**src/hw/rtl/bcks64_pkg.sv**
```systemverilog
package bcks64_pkg;

	localparam int unsigned ROUNDS      = 12;
	localparam int unsigned NUM_SUBKEYS = 2 * ROUNDS + 2;
	localparam int unsigned WORD_W      = 64;
	localparam int unsigned IDX_W       = 6;
	localparam int unsigned ROT_W       = 6;
	localparam int unsigned FIXED_ROT   = 3;
	localparam int unsigned S_DATA_W    = 2 * WORD_W;
	localparam int unsigned M_DATA_W    = ((IDX_W + WORD_W + 7) / 8) * 8;
	localparam int unsigned M_PAD_W     = M_DATA_W - IDX_W - WORD_W;

	localparam logic [IDX_W-1:0]  LAST_IDX  = IDX_W'(NUM_SUBKEYS - 1);
	localparam logic [WORD_W-1:0] SEED_P    = 64'hb7e1_5162_8aed_2a6b;
	localparam logic [WORD_W-1:0] SEED_Q    = 64'h9e37_79b9_7f4a_7c15;
	localparam logic [WORD_W-1:0] SEED_QROT = 64'h7f4a_7c15_9e37_79b9;

	typedef logic [WORD_W-1:0] word_t;

	typedef struct packed {
		word_t a;
		word_t b;
		word_t seed;
		word_t key;
	} mix_in_t;

	typedef struct packed {
		word_t a;
		word_t b;
	} mix_out_t;

endpackage

```
**src/hw/rtl/bcks64_mix.sv**
```systemverilog
module bcks64_mix (
	input  bcks64_pkg::mix_in_t  mix_in,
	output bcks64_pkg::mix_out_t mix_out
);

	bcks64_pkg::word_t sum_seed;
	bcks64_pkg::word_t a_new;
	bcks64_pkg::word_t sum_ab;
	bcks64_pkg::word_t sum_key;
	logic [2*bcks64_pkg::WORD_W-1:0] rot_wide;
	logic [bcks64_pkg::ROT_W-1:0] amt;

	assign sum_seed = mix_in.seed + mix_in.a + mix_in.b;
	assign a_new    = {sum_seed[bcks64_pkg::WORD_W-bcks64_pkg::FIXED_ROT-1:0],
		sum_seed[bcks64_pkg::WORD_W-1:bcks64_pkg::WORD_W-bcks64_pkg::FIXED_ROT]};
	assign sum_ab   = a_new + mix_in.b;
	assign sum_key  = mix_in.key + sum_ab;
	assign amt      = sum_ab[bcks64_pkg::ROT_W-1:0];
	// rotate left by amt: upper half of the doubled word shifted
	assign rot_wide = {sum_key, sum_key} << amt;

	assign mix_out.a = a_new;
	assign mix_out.b = rot_wide[2*bcks64_pkg::WORD_W-1:bcks64_pkg::WORD_W];

endmodule

```
**src/hw/rtl/block_cipher_key_schedule_64_unit.sv**
```systemverilog
// Channel  Dir  Beat content
// s_*      in   one 128-bit key (two words)
// m_*      out  one subkey with its index; tlast on the final one
//
// One key gives 2*ROUNDS+2 beats (26 at twelve rounds), one per cycle from the shared
// mix unit while m_tready keeps up; s_tready drops for that run.
// A full output register with m_tready low holds the sequencer in place.
// arst_n clears the sequencer and the output valid; data registers keep contents.
module block_cipher_key_schedule_64_unit (
	input  logic                              clk,
	input  logic                              arst_n,
	input  logic                              s_tvalid,
	output logic                              s_tready,
	input  logic [bcks64_pkg::S_DATA_W-1:0]   s_tdata,  // key_first_word, key_second_word
	output logic                              m_tvalid,
	input  logic                              m_tready,
	output logic [bcks64_pkg::M_DATA_W-1:0]   m_tdata,  // subkey_index, subkey_value, zero pad
	output logic                              m_tlast   // is_last
);

	logic busy_q;
	logic m_valid_q;
	logic [bcks64_pkg::IDX_W-1:0] idx_q;
	bcks64_pkg::word_t a_q, b_q, seed_q, key_q, key2_q;
	logic [bcks64_pkg::IDX_W-1:0] out_idx_q;
	bcks64_pkg::word_t out_value_q;
	logic out_last_q;

	logic s_fire;
	logic step;
	logic last;
	bcks64_pkg::mix_in_t  mix_in;
	bcks64_pkg::mix_out_t mix_out;

	assign s_tready = !busy_q;
	assign s_fire   = s_tvalid && s_tready;
	assign step     = busy_q && (!m_valid_q || m_tready);
	assign last     = (idx_q == bcks64_pkg::LAST_IDX);

	assign mix_in.a    = a_q;
	assign mix_in.b    = b_q;
	assign mix_in.seed = seed_q;
	assign mix_in.key  = key_q;

	bcks64_mix u_mix (
		.mix_in  (mix_in),
		.mix_out (mix_out)
	);

	always_ff @(posedge clk or negedge arst_n) begin
		if (!arst_n) begin
			busy_q    <= 1'b0;
			m_valid_q <= 1'b0;
			idx_q     <= '0;
		end else begin
			if (s_fire) begin
				busy_q <= 1'b1;
				idx_q  <= '0;
			end else if (step) begin
				idx_q <= idx_q + 1'b1;
				if (last) begin
					busy_q <= 1'b0;
				end
			end
			if (step) begin
				m_valid_q <= 1'b1;
			end else if (m_tready) begin
				m_valid_q <= 1'b0;
			end
		end
	end

	always_ff @(posedge clk) begin
		if (s_fire) begin
			a_q    <= '0;
			b_q    <= '0;
			seed_q <= bcks64_pkg::SEED_P;
			key_q  <= s_tdata[bcks64_pkg::WORD_W-1:0];
			key2_q <= s_tdata[bcks64_pkg::S_DATA_W-1:bcks64_pkg::WORD_W];
		end else if (step && !last) begin
			a_q    <= mix_out.a;
			b_q    <= mix_out.b;
			seed_q <= seed_q + bcks64_pkg::SEED_QROT;
			key_q  <= (idx_q == '0) ? key2_q : key_q + bcks64_pkg::SEED_Q;
		end
		if (step) begin
			out_idx_q   <= idx_q;
			out_value_q <= last ? seed_q : mix_out.a;
			out_last_q  <= last;
		end
	end

	assign m_tvalid = m_valid_q;
	assign m_tdata  = {{bcks64_pkg::M_PAD_W{1'b0}}, out_value_q, out_idx_q};
	assign m_tlast  = out_last_q;

`ifndef ASSERT_OFF
	a_busy_after_accept: assert property (@(posedge clk) disable iff (!arst_n)
		s_fire |=> !s_tready)
		else $error("key accepted while a run is in progress");

	a_step_gives_beat: assert property (@(posedge clk) disable iff (!arst_n)
		step |=> m_tvalid && (m_tdata[bcks64_pkg::IDX_W-1:0] == $past(idx_q)))
		else $error("sequencer step did not present its subkey");

	a_last_index: assert property (@(posedge clk) disable iff (!arst_n)
		m_tvalid && m_tlast |-> m_tdata[bcks64_pkg::IDX_W-1:0] == bcks64_pkg::LAST_IDX)
		else $error("tlast on a subkey other than the final one");

	a_ready_after_last: assert property (@(posedge clk) disable iff (!arst_n)
		step && last |=> s_tready)
		else $error("input not released after the final subkey");
`endif

endmodule

```
**config.mk**
```make
export PLATFORM = sky130hd
export DESIGN_NAME = block_cipher_key_schedule_64_unit
export DESIGN_NICKNAME = d
export VERILOG_FILES = /design/src/hw/rtl/bcks64_pkg.sv /design/src/hw/rtl/bcks64_mix.sv /design/src/hw/rtl/block_cipher_key_schedule_64_unit.sv
export SDC_FILE = /design/constraint.sdc
export NUM_CORES = 2
export LEC_CHECK = 0
export BUFFER_PORTS_ARGS = -buffer_cell sky130_fd_sc_hd__buf_4
export CAP_MARGIN = 20
export CORE_MARGIN = 3
export CORE_UTILIZATION = 34
export DETAILED_ROUTE_END_ITERATION = 6
export HOLD_SLACK_MARGIN = 0.12
export PLACE_DENSITY = 0.52
export SKIP_LAST_GASP = 1
export SYNTH_ARGS = -nofsm -noshare
export SYNTH_HDL_FRONTEND = slang
export SYNTH_SLANG_ARGS = --single-unit
```
**constraint.sdc**
```tcl
create_clock -name clk -period 28.1 [get_ports clk]
set_input_delay 2.81 -clock clk [delete_from_list [all_inputs] [get_ports clk]]
set_output_delay 2.81 -clock clk [all_outputs]
set_load 0.01 [all_outputs]
```
==> impl_metrics.json <==
{
  "outcome": "complete, no violations",
  "min_period_ns": 13.71,
  "ant_nets": 0,
  "critPathCaptureType": "register",
  "yosysWarnings": 0,
  "port-buffer-count": 204,
  "clock_sinks": 399,
  "netlist_area_um2": 35000,
  "drtPass1Iterations": 7,
  "grt_max_degree": 97,
  "die_area_um2": 107000,
  "mostFrequentLayoutCell": "nand2_1",
  "grt_usage": 0.248,
  "startpoint": "b_q[1]$_SDFFE_PP0P_",
  "slew-limit-headroom": 0.214,
  "path_max_fanout": 12,
  "grt_first_pass_wirelength_um": 205000,
  "core_area_um2": 102000,
  "setup_viol": 0,
  "synth_cells": 4337,
  "overflow": 0,
  "clock-root-buffer": "clkbuf_16",
  "postCtsSetupRepairBufs": 0,
  "path_class": "register to register",
  "insertion_delay_ns": 0.65,
  "syn_avg_cell_area_um2": 8.07,
  "worst-endpoint-arrival_ns": 14.26,
  "area_growth_pct": 12.3,
  "cpMaxStageDelayCell": "a221oi_2",
  "synth_seq_area_share": 0.286,
  "synthArstFlopShare": 0.0201,
  "synth_cell_types": 100,
  "yosysTopAreaCell": "edfxtp_1",
  "r2r_end": "b_q[9]$_SDFFE_PP0P_",
  "antenna_found_initial": 3,
  "fp.dieH_um": 327,
  "reg2reg_from": "b_q[1]$_SDFFE_PP0P_",
  "crit_family": "compound AO/OA/AOI/OAI gates",
  "required_ns": 28.64,
  "setup_ws_ns": 14.39,
  "cts_resized": 0,
  "worstMarginPinSlew_ns": 1.18,
  "setup_tns_ns": 0,
  "cts_made_buffers": 49,
  "report.final.slew_viol_count": 0,
  "initial_utilization": 0.343,
  "worstHoldPathType": "register to register",
  "reg2regPathDepth": 45,
  "start_kind": "register",
  "fin_area_um2": 39300,
  "critPathCapture": "b_q[9]$_SDFFE_PP0P_",
  "rsz0062_at_grt": "no",
  "io_pins": 207,
  "crit_top_cell": "a21oi_1",
  "num_rows": 117,
  "vias": 33900,
  "routed_wirelength_um": 137000,
  "dpl_cell_area_um2": 37700,
  "cts.htree.levels": 2,
  "finalHoldViolCount": 0,
  "synth-seq-cells": 399,
  "wl_per_cell_um": 23.6,
  "dp_hpwl_um": 108000,
  "drt-vias-per-instance": 5.84,
  "fin_worst_skew_ns": 0.0521,
  "clkTransAtPathRegs_ns": 0.06,
  "clock_path_buffers": 3,
  "synth_top_area_share": 0.171,
  "final_cell_mix": "639 x nand2_1, 384 x a21oi_1, 363 x nor2_1, 334 x o21ai_0, 241 x buf_4",
  "max_freq_mhz": 72.9,
  "drc": 0,
  "drt_iter0_drc": 3134,
  "cts_tree": "yes",
  "cap_violations": 0,
  "dp_slack_ns": 14.66,
  "synth_area_leaders": "edfxtp_1 17%, dfxtp_1 11%, ha_1 7.0%",
  "cpPeakStageDelay_ns": 0.76,
  "ys.flop_type": "edfxtp_1",
  "die_w_um": 327,
  "postCtsHoldBufs": 0,
  "path_depth": 45,
  "nets": 4780,
  "cp_num_buf_inv": 2,
  "reg2reg_slack_ns": 14.39,
  "synth_edf_count": 199,
  "grt_pass1_vias": 32000,
  "post-route-period-util": 0.488,
  "drive_above_1_share": 0.0976,
  "gp_congestion": 0.966
}
sequential cells by signal, summed over array words and instances, names as in the netlist:
signal	count
a_q	64
b_q	64
busy_q	1
idx_q	6
key2_q	64
key_q	64
m_tlast	1
m_tvalid	1
out_idx_q	6
out_value_q	64
seed_q	64
metal layers:
| metal | vias up | track usage | share of wire |
|---|---|---|---|
| li1 | 16100 | - | - |
| met1 | 16300 | 0.346 | 0.45 |
| met2 | 1235 | 0.390 | 0.44 |
| met3 | 223 | 0.0334 | 0.066 |
| met4 | 0 | 0.0955 | 0.042 |
| met5 | - | 0 | 0 |
Yosys cell counts (25+ instances only):
cell type / number
inv_1: 96
a21o_1: 88
ha_1: 195
nor3_1: 97
o31ai_1: 26
nand2b_1: 33
fa_1: 66
o21ai_0: 334
o21ai_1: 25
nand4_1: 59
a21oi_1: 384
or3_1: 56
edfxtp_1: 199
clkbuf_1: 207
mux2i_1: 60
a211oi_1: 53
o211ai_1: 59
nor2_1: 366
xnor2_1: 152
nand3_1: 131
nor2b_1: 31
mux2_2: 29
mux4_2: 34
xor2_1: 119
a31oi_1: 51
o21bai_1: 37
and3_1: 38
o21a_1: 48
buf_1: 28
nand2_1: 641
dfxtp_1: 192
tightest hold or removal path: stages (launching register included):
cell	delay, ns
dfxtp_1	0.33
nand3_1	0.07
nand2_1	0.05
cells by family (layout without fill, tap and decap cells):
family,count (synthesis),in the layout,synth area share
compound gates,1383,1383,0.252
xor+xnor,271,271,0.0678
fa+ha+maj,261,261,0.107
buf+inv,345,434,0.0376
flops,399,399,0.286
mux,123,123,0.0484
other cells,1,4,0.000107
simple gates,1554,1554,0.200
metrics by stage:
stage | hold WS, ns | std cells | utilization
floorplan | 0.458 | 4338 | -
global placement | 0.469 | 5704 | 0.370
detailed placement | 0.474 | 5704 | 0.370
CTS | 0.484 | 5795 | 0.385
global route | 0.503 | 5795 | 0.385
finish | 0.482 | 5797 | 0.385
how the worst min path moves through the flow:
stage                                       start                 endpoint  slack [ns]  cells after the start
after CTS                    a_q[62]$_SDFFE_PP0P_     a_q[62]$_SDFFE_PP0P_        0.48                      2
after detailed placement     a_q[16]$_SDFFE_PP0P_     a_q[16]$_SDFFE_PP0P_        0.47                      2
final                        a_q[16]$_SDFFE_PP0P_     a_q[16]$_SDFFE_PP0P_        0.48                      2
after global routing         a_q[38]$_SDFFE_PP0P_     a_q[38]$_SDFFE_PP0P_        0.50                      2
after global placement        a_q[7]$_SDFFE_PP0P_      a_q[7]$_SDFFE_PP0P_        0.47                      2
after floorplan           seed_q[63]$_SDFFE_PP1P_  seed_q[63]$_SDFFE_PP1P_        0.46                      1
cell type report:
class	instances	area, um2
Fill cell	10500	62700
Multi-Input combinational cell	3594	23800
Sequential cell	399	10000
Timing Repair Buffer	241	1810
Tap cell	1368	1710
Clock buffer	70	1390
Inverter	102	389
Clock inverter	21	213
Antenna cell	2	5.00
Power is left out: the tool's default activity adds up to more than one toggle a clock period on the data nets, which glitch-free logic cannot reach.
